--- src/hdl/utf8cp_pkg.sv ---
// Shared constants and types for the UTF-8 to Cyrillic code page unit.
package utf8cp_pkg;

  localparam int KindW = 3;

  // Pending sequence kinds
  localparam logic [KindW-1:0] KIND_NONE    = 3'd0;
  localparam logic [KindW-1:0] KIND_D0      = 3'd1;
  localparam logic [KindW-1:0] KIND_D1      = 3'd2;
  localparam logic [KindW-1:0] KIND_E2_MID  = 3'd3;
  localparam logic [KindW-1:0] KIND_E2_LAST = 3'd4;

  // Output code page selection
  localparam logic TARGET_CP866 = 1'b0;
  localparam logic TARGET_1251  = 1'b1;

  // UTF-8 lead and continuation bytes of interest
  localparam logic [7:0] LEAD_D0    = 8'd208;
  localparam logic [7:0] LEAD_D1    = 8'd209;
  localparam logic [7:0] LEAD_E2    = 8'd226;
  localparam logic [7:0] D0_LO      = 8'd144;
  localparam logic [7:0] D0_HI      = 8'd191;
  localparam logic [7:0] D0_YO      = 8'd129;
  localparam logic [7:0] D1_LO      = 8'd128;
  localparam logic [7:0] D1_HI      = 8'd143;
  localparam logic [7:0] D1_YO      = 8'd145;
  localparam logic [7:0] E2_NUMERO  = 8'd150;

  // Offsets and fixed codes
  localparam logic [7:0] D0_DOWN_866  = 8'd16;
  localparam logic [7:0] D0_UP_1251   = 8'd48;
  localparam logic [7:0] D1_UP_866    = 8'd96;
  localparam logic [7:0] D1_UP_1251   = 8'd112;
  localparam logic [7:0] YO_UP_866    = 8'd240;
  localparam logic [7:0] YO_UP_1251   = 8'd168;
  localparam logic [7:0] YO_LO_866    = 8'd241;
  localparam logic [7:0] YO_LO_1251   = 8'd184;
  localparam logic [7:0] NUMERO_866   = 8'd252;
  localparam logic [7:0] NUMERO_1251  = 8'd185;

  typedef struct packed {
    logic             emit;
    logic [7:0]       code;
    logic [KindW-1:0] kind_next;
  } map_res_t;

endpackage

--- src/hdl/utf8_to_cyrillic_codepage_unit.sv ---
// Top level: UTF-8 byte stream to CP866 or Windows-1251 single-byte codes.
// Takes one byte per clock cycle while in_stall is low. Each byte is captured
// in an input register, decoded against the pending lead-byte state in one
// pass of logic, and the code lands in the result register. Lead bytes and
// the middle byte of a three-byte sequence give no result and leave the
// input register at once, even while the result register is stalled.
// target_code selects the code page (0 CP866, 1 Windows-1251) and is stored
// on target_code_we; the stored value is read when a result is formed.
module utf8_to_cyrillic_codepage_unit
  import utf8cp_pkg::*;
(
  input  logic       clk,
  input  logic       rst,
  input  logic       target_code_we,
  input  logic       target_code,
  input  logic       in_valid,
  output logic       in_stall,
  input  logic [7:0] in_byte,
  output logic       out_valid,
  input  logic       out_stall,
  output logic [7:0] out_byte
);

  logic             target_reg;
  logic             s1_valid;
  logic [7:0]       s1_byte;
  logic [KindW-1:0] kind;
  map_res_t         res;
  logic             out_free;
  logic             s1_advance;
  logic             in_take;

  utf8cp_map u_map (
    .kind        (kind),
    .in_byte     (s1_byte),
    .target_code (target_reg),
    .res         (res)
  );

  assign out_free   = !out_valid || !out_stall;
  assign s1_advance = s1_valid && (out_free || !res.emit);
  assign in_stall   = s1_valid && !s1_advance;
  assign in_take    = in_valid && !in_stall;

  always_ff @(posedge clk) begin
    if (rst) begin
      target_reg <= TARGET_CP866;
    end else if (target_code_we) begin
      target_reg <= target_code;
    end
  end

  // input register
  always_ff @(posedge clk) begin
    if (rst) begin
      s1_valid <= 1'b0;
    end else if (in_take) begin
      s1_valid <= 1'b1;
    end else if (s1_advance) begin
      s1_valid <= 1'b0;
    end
  end

  always_ff @(posedge clk) begin
    if (in_take) begin
      s1_byte <= in_byte;
    end
  end

  // pending state advances with every byte leaving the input register
  always_ff @(posedge clk) begin
    if (rst) begin
      kind <= KIND_NONE;
    end else if (s1_advance) begin
      kind <= res.kind_next;
    end
  end

  // result register
  always_ff @(posedge clk) begin
    if (rst) begin
      out_valid <= 1'b0;
    end else if (s1_advance && res.emit) begin
      out_valid <= 1'b1;
    end else if (!out_stall) begin
      out_valid <= 1'b0;
    end
  end

  always_ff @(posedge clk) begin
    if (s1_advance && res.emit) begin
      out_byte <= res.code;
    end
  end

endmodule

--- src/hdl/utf8cp_map.sv ---
// Per-byte decode: pending kind and byte in, result byte and next kind out.
module utf8cp_map
  import utf8cp_pkg::*;
(
  input  logic [KindW-1:0] kind,
  input  logic [7:0]       in_byte,
  input  logic             target_code,
  output map_res_t         res
);

  logic win;
  assign win = (target_code == TARGET_1251);

  always_comb begin
    res.emit      = 1'b1;
    res.code      = in_byte;
    res.kind_next = KIND_NONE;
    unique case (kind)
      KIND_D0: begin
        if (in_byte >= D0_LO && in_byte <= D0_HI) begin
          res.code = win ? 8'(in_byte + D0_UP_1251) : 8'(in_byte - D0_DOWN_866);
        end else if (in_byte == D0_YO) begin
          res.code = win ? YO_UP_1251 : YO_UP_866;
        end
      end
      KIND_D1: begin
        if (in_byte >= D1_LO && in_byte <= D1_HI) begin
          res.code = win ? 8'(in_byte + D1_UP_1251) : 8'(in_byte + D1_UP_866);
        end else if (in_byte == D1_YO) begin
          res.code = win ? YO_LO_1251 : YO_LO_866;
        end
      end
      KIND_E2_MID: begin
        // skip the middle byte unchecked
        res.emit      = 1'b0;
        res.kind_next = KIND_E2_LAST;
      end
      KIND_E2_LAST: begin
        if (in_byte == E2_NUMERO) begin
          res.code = win ? NUMERO_1251 : NUMERO_866;
        end
      end
      default: begin
        // nothing pending: a lead byte opens a sequence, anything else passes
        if (in_byte == LEAD_D0) begin
          res.emit      = 1'b0;
          res.kind_next = KIND_D0;
        end else if (in_byte == LEAD_D1) begin
          res.emit      = 1'b0;
          res.kind_next = KIND_D1;
        end else if (in_byte == LEAD_E2) begin
          res.emit      = 1'b0;
          res.kind_next = KIND_E2_MID;
        end
      end
    endcase
  end

endmodule

--- config.mk ---
export PLATFORM = sky130hd
export DESIGN_NAME = utf8_to_cyrillic_codepage_unit
export DESIGN_NICKNAME = d
export VERILOG_FILES = /design/src/hdl/utf8cp_pkg.sv /design/src/hdl/utf8_to_cyrillic_codepage_unit.sv /design/src/hdl/utf8cp_map.sv
export SDC_FILE = /design/constraint.sdc
export NUM_CORES = 1
export LEC_CHECK = 0
export BUFFER_PORTS_ARGS = -buffer_cell sky130_fd_sc_hd__buf_2
export CELL_PAD_IN_SITES_DETAIL_PLACEMENT = 0
export CELL_PAD_IN_SITES_GLOBAL_PLACEMENT = 2
export CORE_MARGIN = 2
export CORE_UTILIZATION = 35
export CTS_CLUSTER_SIZE = 20
export DETAILED_ROUTE_END_ITERATION = 6
export GPL_ROUTABILITY_DRIVEN = 0
export GPL_TIMING_DRIVEN = 0
export PLACE_DENSITY_LB_ADDON = 0.08
export SYNTH_ARGS = -nofsm -noshare
export SYNTH_HDL_FRONTEND = slang
export SYNTH_HIERARCHICAL = 1
export SYNTH_SLANG_ARGS = --single-unit
--- constraint.sdc ---
create_clock -name clk -period 2.6 [get_ports clk]
set_input_delay 0.52 -clock clk [delete_from_list [all_inputs] [get_ports clk]]
set_output_delay 0.52 -clock clk [all_outputs]
set_load 0.005 [all_outputs]
# Yosys cells after proc, flatten, opt, wreduce, memory -nomap -nowiden
# Index checks and enable logic that the tools add are counted.
totals:
  reg_bits: 22
  input_bits: 14
op_classes:
  addsub: 4
  magnitude_cmp: 4
  eq_ne: 11
  mux: 23
  n_reduce_logical: 15
op_table:
  columns: ["cell", "n"]
  rows:
  - ["2-to-1 mux 8 bit", 7]
  - ["equality test 8 bit (second input constant)", 6]
  - ["case mux 8 bit (3 select lines)", 1]
  - ["2-to-1 mux 7 bit", 3]
  - ["adder 8 x 7 -> 8 bit (second input constant)", 2]
  - ["greater-or-equal comparator 8 bit (second input constant)", 2]
  - ["<= comparator 8 bit (second input constant)", 2]
  - ["adder 8 x 6 -> 8 bit (second input constant)", 1]
  - ["subtractor 8 x 5 -> 8 bit (second input constant)", 1]
  - ["2-to-1 mux 1 bit", 7]
  - ["equality test 3 x 2 -> 1 bit (second input constant)", 2]
  - ["logical AND 1 bit", 6]
  - ["2-to-1 mux 3 bit", 2]
  - ["case mux 3 bit (2 select lines)", 1]
  - ["zero test 1 bit", 5]
  - ["equality test 3 x 1 -> 1 bit (second input constant)", 1]
  - ["equality test 3 bit (second input constant)", 1]
  - ["OR reduction 3 bit", 1]
  - ["logical OR 1 bit", 2]
  - ["2-to-1 mux 2 bit", 1]
  - ["!= test 2 x 1 -> 1 bit (second input constant)", 1]
  - ["case mux 1 bit (2 select lines)", 1]
  - ["nonzero test 2 bit", 1]

# Longest topological paths before layout
# Gate-level depths: netlist of run 1.
logic_depth:
  ltp_word: 13
  mapped_depth: 9
  depth_no_buf: 8

# By module
# The synthesis of run 1 kept the hierarchy.
by_module_without_submodules:
  columns: ["module", "n_inst", "cells_each", "area_each_um2", "seq_area_each_um2"]
  rows:
  - ["utf8_to_cyrillic_codepage_unit", 1, 42, 755.7, 600.6]
  - ["utf8cp_map", 1, 98, 675.6, 0.0]

# Worst setup path before layout of run 1
# OpenSTA, ideal clock, no wires.
synth_timing:
  path_type: "flip-flop to flip-flop"
  start: "reg s1_byte[5]"
  end: "reg s1_byte[0], enable pin"
  setup_ns: 0.373
  arrival_ns: 1.751
  slack_ns: 0.476
  stages_incl_launch_ff: 10
  path_buffers: 1
  cell_sequence: "edfxtp_1 inv_1 ha_1 clkbuf_2 nand2b_1 o21ai_0 a21oi_1 nand2_1 nor2_4 nor2b_1"
synth_lines:
  columns: ["element", "line", "source"]
  rows:
  - ["from (decl)", "utf8_to_cyrillic_codepage_unit.sv:26", "logic [7:0] s1_byte;"]
  - ["from (signal assigned)", "utf8_to_cyrillic_codepage_unit.sv:66", "s1_byte <= in_byte;"]

==> metrics.txt, run 1 <==
DIE AREA=0.00462 mm2; switching part of the total=0.253; sequential share of the synthesized area=0.420; Slew headroom=0.567; CTS max path bufs=2; clock tree skew after final layout=2.09 ps; Sw Pwr=around 190 uW; Area Overhead vs Synth=16.1%; required time worst endpoint=2080 ps; most common flop cell mapped by yosys=edfxtp_1; FP Rows=23; met3 GRT Util=0.0280; max-slew violation count=0; Largest regs=out_byte: 8 flops, s1_byte: 8 flops, kind: 3 flops; post-synthesis adder-cell area fraction=0.0524; Num CTS Buffers=3; largest family of logic cells by synthesized area=simple AND/OR/NAND/NOR gates; post-synthesis compound-gate area fraction=0.189; Mapped Area=around 0.0014 mm2; clk_lat worst skew=260 ps; vias in the first global route=1,075; Leak=0.000630 uW; GRT Residual Overflow=0; hold buffers post-CTS=0; Core ar.=roughly 0.0040 mm2; Hold Vio Cnt, Final=0; HPWL after DPL=between 2 and 2.5 mm; layout cells sized above 1=0.259; Final Routed Wirelength=about 3.1 mm; crit-path cells=inv_1 -> ha_1 -> nand2b_1 -> o21ai_0 -> a21oi_2 -> nand2_2 -> nor2_4 -> buf_2; first-pass GRT wire length=5.42 mm; chip width=68.0 um; M2 GR Usage=0.233; setup_tns=0 ps; global route hottest layer=met2; Post-synth EDFFs=16; RSZ-0062 raised after global routing=no; asr flop ratio synth=0; Post-Place Cells=213; Gate power share=0.144; CTS Root Buffer Type=clkbuf_8; cells after synthesis=140; Slowest-stage cell, CP=edfxtp_1; Clk pin slew, worst setup/hold paths=around 80 ps; pwr dens=441 mW/mm2; Startpoint Class=flop; post-synthesis simple-gate area fraction=0.232; critical path endpoint category=primary output; Final setup viols=0; post-route clock period utilization=0.929; Slew @ Worst Pin=646 ps; DRC errors left=0; NumNets Final=187; status=completed; Clock power frac=0.296; # diodes=0; XOR/XNOR Fraction of Synth Area=0.00612; multiplexer share of the synthesized area=0.0498; initial antenna violation count=0; Ys Warns=6; CP max FO=9; P_int=between 500 and 600 uW; Initial Util=0.360; via count=1,162; Worst Path Arrival=1900 ps; fmax=0.414 GHz; Top Ports=24; met1 Resource Use GR=0.223; min Tclk post-route=~2400 ps; GRT Total Usage=0.154; Sink Count=22; ANT nets after route=0; Max VDD drop=about 0.33 mV; syn nets=160; syn avg cell area=approximately 10 um2; Port-buffer cells=23; Reg power frac=0.560; Die H=68.0 um; Wirelength per Cell=14.3 um; H-Tree Depth=1; Max Cap Violations=0; drt pass-1 iters=4; via/cell ratio=5.38; largest net degree at the start of global routing=13; filler cell count=412; Non-Filler Instances=roughly 220; Crit Path Class=reg -> out; Synth cell types=54; FF-to-FF path depth=8; CTS tree=yes; min-delay worst type=in -> reg; Initial DRC Count=85; Hold Path Depth=1; Crit path largest cell delay=between 300 and 400 ps; flops & latches, synth=22
[cell usage in the layout, fill, tap and decap left out, types with 4 or more instances in the layout]
master / count
nor2b_1: 5
edfxtp_1: 16
inv_1: 8
mux2i_1: 6
nand4_1: 4
buf_2: 25
ha_1: 6
nor2_1: 8
nand2b_1: 7
nand2_1: 6
a21oi_1: 5
dfxtp_1: 6
[worst paths after layout]
kind / slack (ps) / from / endpoint
setup reg to reg: 260 / s1_byte[5] / s1_byte[4]
hold / removal: 430 / in_byte[5] / s1_byte[5]
setup / recovery: 180 / s1_byte[5] / in_stall
hold reg to reg: 480 / kind[2] / kind[2]
[cell usage after synthesis (all sizes together) (2+ instances only)]
| library cell | number | share of area |
|---|---|---|
| a21o | 2 | 0.010 |
| a21oi | 6 | 0.021 |
| a31oi | 2 | 0.019 |
| a32o | 2 | 0.014 |
| a41oi | 2 | 0.012 |
| and3 | 3 | 0.013 |
| buf | 4 | 0.018 |
| clkbuf | 4 | 0.012 |
| dfxtp | 6 | 0.084 |
| edfxtp | 16 | 0.34 |
| ha | 6 | 0.052 |
| inv | 8 | 0.021 |
| mux2i | 6 | 0.042 |
| nand2 | 8 | 0.023 |
| nand2b | 7 | 0.031 |
| nand3 | 2 | 0.0070 |
| nand3b | 2 | 0.010 |
| nand4 | 4 | 0.017 |
| nor2 | 9 | 0.029 |
| nor2b | 5 | 0.022 |
| nor3b | 3 | 0.023 |
| o21a | 3 | 0.016 |
| o21ai | 4 | 0.014 |
| o22ai | 2 | 0.0087 |
| or3 | 2 | 0.0087 |
[worst max-delay path, delay by kind of cell, from the launching register on]
family,cells,cell delay (ps)
and+or+nand+nor,3,370
AOI/OAI and AO/OA,2,370
DFF,1,360
adders and majority gates,1,320
buffers and inverters,2,210
[repair_timing]
action,4_1_cts,5_1_grt
resized for setup,1,2
pin swaps,0,1
cloned,0,0
setup buffers,1,0
endpoints found under the setup margin,1,1
[final cells by class]
type                    instances  area [um2]  area share
inverters                       8        30.0      0.0181
repair buffers                 24         123      0.0738
well taps                      50        62.6      0.0377
clock buffers                   3        41.3      0.0248
clock inverters                 1        3.75     0.00226
multi-input cells             102         763       0.459
plain buffers                   6        37.5      0.0226
flip-flops and latches         22         601       0.361
[stage by stage]
stage                util  setup slack (ps)  power [uW]  hold slack (ps)  cell area (um2)
finish              0.418               185         733              428             1660
global route        0.418              4.36         778              411             1660
CTS                 0.419              92.1         741              422             1670
detailed placement  0.405              89.7         522              477             1610
global placement    0.405               154         522              457             1610
floorplan               -               476         483              445             1430
[power groups by stage]
| stage | sequential [uW] | combinational, uW | clock, uW |
|---|---|---|---|
| finish | 410 | 106 | 217 |
| global route | 414 | 119 | 245 |
| CTS | 408 | 108 | 225 |
| floorplan | 414 | 69.3 | 0 |
| detailed placement | 417 | 105 | 0 |
| global placement | 417 | 105 | 0 |
[metal layers]
metal	up-vias	routed length, um
met2	41	1360
met5	-	0
met3	2	150
met4	0	19
met1	536	1560
li1	583	-
[cell families (layout without fill, tap and decap cells)]
group,after synthesis,count (layout)
DFF,22,22
buffers and inverters,16,42
adders and majority gates,6,6
and+or+nand+nor,53,53
AOI/OAI and AO/OA,35,35
xor gates and xnor gates,1,1
muxes,7,7
Power figures use the tool's default switching activity.
==> inputs of run 2 (changes only) <==
--- a/config.mk
+++ b/config.mk
@@ -9,7 +9,7 @@
 export CELL_PAD_IN_SITES_DETAIL_PLACEMENT = 0
 export CELL_PAD_IN_SITES_GLOBAL_PLACEMENT = 2
 export CORE_MARGIN = 2
-export CORE_UTILIZATION = 35
+export CORE_UTILIZATION = 25
 export CTS_CLUSTER_SIZE = 20
 export DETAILED_ROUTE_END_ITERATION = 6
 export GPL_ROUTABILITY_DRIVEN = 0
==> run 2 against run 1 <==
  * Die area increased by 37%
  * Core utilization decreased by 11 points
  * Critical path depth increased by 1
  * Count of clock-buffer cells in the layout unchanged
  * Sequential share of layout area decreased by 0.75 points
  * Non-clock buffer count increased by 3
  * Clock skew increased by 1.1 ps
  * Cell count increased by 11%
==> metrics.txt, run 2 (same netlist as run 1, synthesis figures left out) <==
largest net degree at the start of global routing=12; Top Ports=24; commonest non-fill, non-tap cell in the layout=buf_2; Slowest-stage cell, CP=edfxtp_1; Max VDD drop=0.180 mV; DRC errors left=0; fmax=0.415 GHz; GRT Total Usage=0.113; post-route clock period utilization=0.926; Crit path largest cell delay=350 ps; pwr dens=424 mW/mm2; Sink Count=22; H-Tree Depth=1; Slew @ Worst Pin=734 ps; Clk pin slew, worst setup/hold paths=70 ps; crit-path cells=buf_2 -> inv_1 -> ha_1 -> nand2_1 -> o21ai_0 -> a21oi_2 -> nand2_1 -> nor2_4 -> buf_2; Initial Util=0.260; Initial DRC Count=42; Largest regs=out_byte: 8 flops, s1_byte: 8 flops, kind: 3 flops; Multi-input gate area=761 um2; placed inst area=between 0.0015 and 0.002 mm2; RSZ-0062 raised after global routing=no; filler cell count=599; most frequent cells in the layout=buf_2 (26), edfxtp_1 (16), inv_1 (8), nor2_1 (8); # diodes=0; chip width=79.7 um; NumNets Final=190; Crit Path Class=reg -> out; HPWL after DPL=approximately 2.6 mm; min Tclk post-route=roughly 2400 ps; via count=1,146; worst setup margin=192 ps; Num CTS Buffers=3; critical path endpoint category=primary output; Final setup viols=0; Port-buffer cells=23; clock tree skew after final layout=~3.2 ps; CTS tree=yes; drt pass-1 iters=4; Die H=79.7 um; max-slew violation count=0; Leak=roughly 0.00064 uW; Worst Path Arrival=roughly 1900 ps; DIE AREA=approximately 0.0063 mm2; Final Routed Wirelength=roughly 3.4 mm; FF+latch area=601 um2; first-pass GRT wire length=5.59 mm; minimum setup slack after placement=roughly 50 ps; layout cells sized above 1=0.262; clk_lat worst skew=between 200 and 300 ps; min-delay worst type=in -> reg; Hold Vio Cnt, Final=0; CTS max path bufs=2; final instance area=0.00170 mm2; CTS Root Buffer Type=clkbuf_8; fin util=0.308; Slew headroom=0.508; FP Rows=27; required time worst endpoint=2080 ps; Wirelength per Cell=14.1 um; via/cell ratio=~4.8; setup_tns=0 ps; vias in the first global route=between 1,000 and 1,500; initial antenna violation count=0; Area Overhead vs Synth=18.5%; Startpoint Class=flop; Max Cap Violations=0; Core ar.=0.00551 mm2; hold buffers post-CTS=0; ANT nets after route=0; GRT Residual Overflow=0; status=completed; CP max FO=10
==> run 2: changes by cell type in the layout (fill, tap and decap cells not counted), sizes merged <==
cell,before,now
clkinv,1,0
clkbuf,6,7
buf,27,29
==> run 2: report_power, final <==
| group | total (uW) | switching (uW) | internal [uW] |
|---|---|---|---|
| sequential | 408 | 13.0 | 395 |
| combinational | 110 | 62.3 | 48.2 |
| clock | 201 | 97.4 | 103 |
| total | 719 | 173 | 546 |
==> run 2: per-stage QoR <==
step                hold WS (ps)  power, uW  instances
floorplan                    445        483        140
global placement             460        527        235
detailed placement           480        525        235
CTS                          426        732        239
global route                 422        762        240
finish                       435        719        240
==> run 2: final timing paths <==
kind	start	end	slack (ps)	cells past startpoint
worst max-delay path	s1_byte[4]	in_stall	190	9
worst min-delay path	in_byte[5]	s1_byte[5]	430	1
worst min register to register	kind[2]	kind[2]	500	2
worst max register to register	s1_byte[4]	s1_byte[4]	220	9
==> run 2: layer usage <==
layer / wire length [um] / GRT usage / vias up
met5: 0 / 0 / -
met4: 48 / 0.0259 / 0
met3: 153 / 0.0260 / 4
met2: 1500 / 0.177 / 30
met1: 1670 / 0.156 / 529
li1: - / - / 583
==> run 2: what timing repair did <==
item,4_1_cts,5_1_grt
resized for setup,1,0
setup buffers,1,1
pin swaps,0,1
gates cloned,0,0
endpoints found under the setup margin,1,9
==> run 2: cell type report <==
| class | instances | area share |
|---|---|---|
| Sequential cell | 22 | 0.354 |
| Tap cell | 72 | 0.0531 |
| Inverter | 8 | 0.0177 |
| Clock buffer | 3 | 0.0243 |
| Buffer | 8 | 0.0258 |
| Multi-Input combinational cell | 102 | 0.448 |
| Timing Repair Buffer | 25 | 0.0767 |
==> run 2: critical path: cells and delay by family, from the launching register on <==
family          cells  cell delay (ps)
buf+inv             3              430
flops               1              350
simple gates        3              320
compound gates      2              300
fa+ha+maj           1              230
==> inputs of run 3 (changes only) <==
--- a/config.mk
+++ b/config.mk
@@ -6,6 +6,7 @@
 export NUM_CORES = 1
 export LEC_CHECK = 0
 export BUFFER_PORTS_ARGS = -buffer_cell sky130_fd_sc_hd__buf_2
+export CAP_MARGIN = 30
 export CELL_PAD_IN_SITES_DETAIL_PLACEMENT = 0
 export CELL_PAD_IN_SITES_GLOBAL_PLACEMENT = 2
 export CORE_MARGIN = 2
@@ -15,6 +16,7 @@
 export GPL_ROUTABILITY_DRIVEN = 0
 export GPL_TIMING_DRIVEN = 0
 export PLACE_DENSITY_LB_ADDON = 0.08
+export RECOVER_POWER = 25
 export SYNTH_ARGS = -nofsm -noshare
 export SYNTH_HDL_FRONTEND = slang
 export SYNTH_HIERARCHICAL = 1
==> run 3 against run 2 <==
  * Via count unchanged
  * Routed wire length unchanged
  * Final area about the same
  * Flip-flop and latch count unchanged
  * Total power about the same
  * Global-route usage unchanged
  * Critical path depth unchanged
  * Worst setup slack about the same
==> metrics.txt, run 3 (same netlist as run 1, synthesis figures left out) <==
status=completed; most frequent cells in the layout=buf_2 (25), edfxtp_1 (16), inv_1 (8), nor2_1 (8); Reg2Reg Setup Slack=220 ps; Area Overhead vs Synth=18.4%; CP max FO=10; H-Tree Depth=1; Max VDD drop=0.180 mV; Sink Count=22; post-route clock period utilization=0.926; GRT Total Usage=0.113; Sw Pwr=173 uW; Startpoint Class=flop; clk_lat worst skew=~250 ps; via count=about 1,100; initial antenna violation count=0; first-pass GRT wire length=between 5 and 6 mm; P_int=about 550 uW; FP Rows=27; Gate power share=0.153; Slew headroom=0.508; drt pass-1 iters=4; Clock power frac=0.279; Initial Util=0.260; Num CTS Buffers=3; Final setup viols=0; Wirelength per Cell=14.1 um; pwr dens=424 mW/mm2; Clk pin slew, worst setup/hold paths=70 ps; Reg power frac=0.568; placed inst area=0.00164 mm2; commonest non-fill, non-tap cell in the layout=buf_2; Final Routed Wirelength=3.38 mm; met3 GRT Util=0.0260; vias in the first global route=roughly 1,100; Largest regs=out_byte: 8 flops, s1_byte: 8 flops, kind: 3 flops; DIE AREA=between 0.006 and 0.007 mm2; Port-buffer cells=23; critical path endpoint category=primary output; HPWL after DPL=2.63 mm; Crit Path Class=reg -> out; NumNets Final=190; Slew @ Worst Pin=734 ps; CTS max path bufs=2; ANT nets after route=0; Initial DRC Count=42; Die H=79.7 um; switching part of the total=0.240; # diodes=0; Leak=0.000634 uW; CTS Root Buffer Type=clkbuf_8; crit-path cells=buf_2 -> inv_1 -> ha_1 -> nand2_1 -> o21ai_0 -> a21oi_2 -> nand2_1 -> nor2_4 -> buf_2; max-slew violation count=0; setup_tns=0 ps; CTS tree=yes; chip width=79.7 um; Slowest-stage cell, CP=edfxtp_1; Core ar.=0.00551 mm2; M2 GR Usage=0.177; fmax=~0.42 GHz; hold buffers post-CTS=0; DRC errors left=0; min-delay worst type=in -> reg; total power=719 uW; clock tree skew after final layout=roughly 3.2 ps; layout cells sized above 1=0.256; Top Ports=24; Max Cap Violations=0; min Tclk post-route=2410 ps; met1 Resource Use GR=0.156; global route hottest layer=met2; Crit path largest cell delay=350 ps; final instance area=0.00170 mm2; filler cell count=roughly 600; Hold Vio Cnt, Final=0; required time worst endpoint=2080 ps; via/cell ratio=4.78; Worst Path Arrival=~1900 ps; GRT Residual Overflow=0; largest net degree at the start of global routing=12; RSZ-0062 raised after global routing=no
run 3: metal layers:
layer  vias up  routed length [um]
li1        583                   -
met1       529                1670
met2        30                1500
met3         4                 154
met4         0                  48
met5         -                   0
run 3: area by class of cell:
cell class,count,area [um2],share of cell area
flip-flops and latches,22,601,0.354
inverters,8,30.0,0.0177
well taps,72,90.1,0.0531
multi-input cells,102,761,0.449
plain buffers,8,43.8,0.0258
clock buffers,3,41.3,0.0244
repair buffers,25,129,0.0760
run 3: what timing repair did:
action / 4_1_cts / 5_1_grt
buffers inserted: 1 / 1
pin swaps: 0 / 1
endpoints found under the setup margin: 1 / 9
resized for setup: 1 / 0
run 3: worst max-delay path, delay by kind of cell (launching register included):
kind | cells | cell delay (ps)
buffers and inverters | 3 | 430
flip-flops | 1 | 350
AND/OR/NAND/NOR | 3 | 320
AO/OA/AOI/OAI | 2 | 300
adder cells (fa/ha/maj) | 1 | 230
run 3: final timing paths:
check | cells past startpoint | end | from
min | 1 | s1_byte[5] | in_byte[5]
max reg2reg | 9 | s1_byte[4] | s1_byte[4]
min reg2reg | 2 | kind[2] | kind[2]
max | 9 | in_stall | s1_byte[4]
run 3: through the flow:
stage	hold WS (ps)	instances	worst slack [ps]	utilization
floorplan	445	140	476	-
global placement	460	235	74.9	0.297
detailed placement	480	235	50.6	0.297
CTS	426	239	65.2	0.307
global route	422	240	20.6	0.308
finish	435	240	192	0.308
run 3: power groups by stage:
stage               combinational [uW]  clock [uW]  sequential (uW)
finish                             110         201              408
detailed placement                 108           0              417
global route                       123         229              410
global placement                   109           0              418
floorplan                         69.3           0              414
CTS                                111         213              408
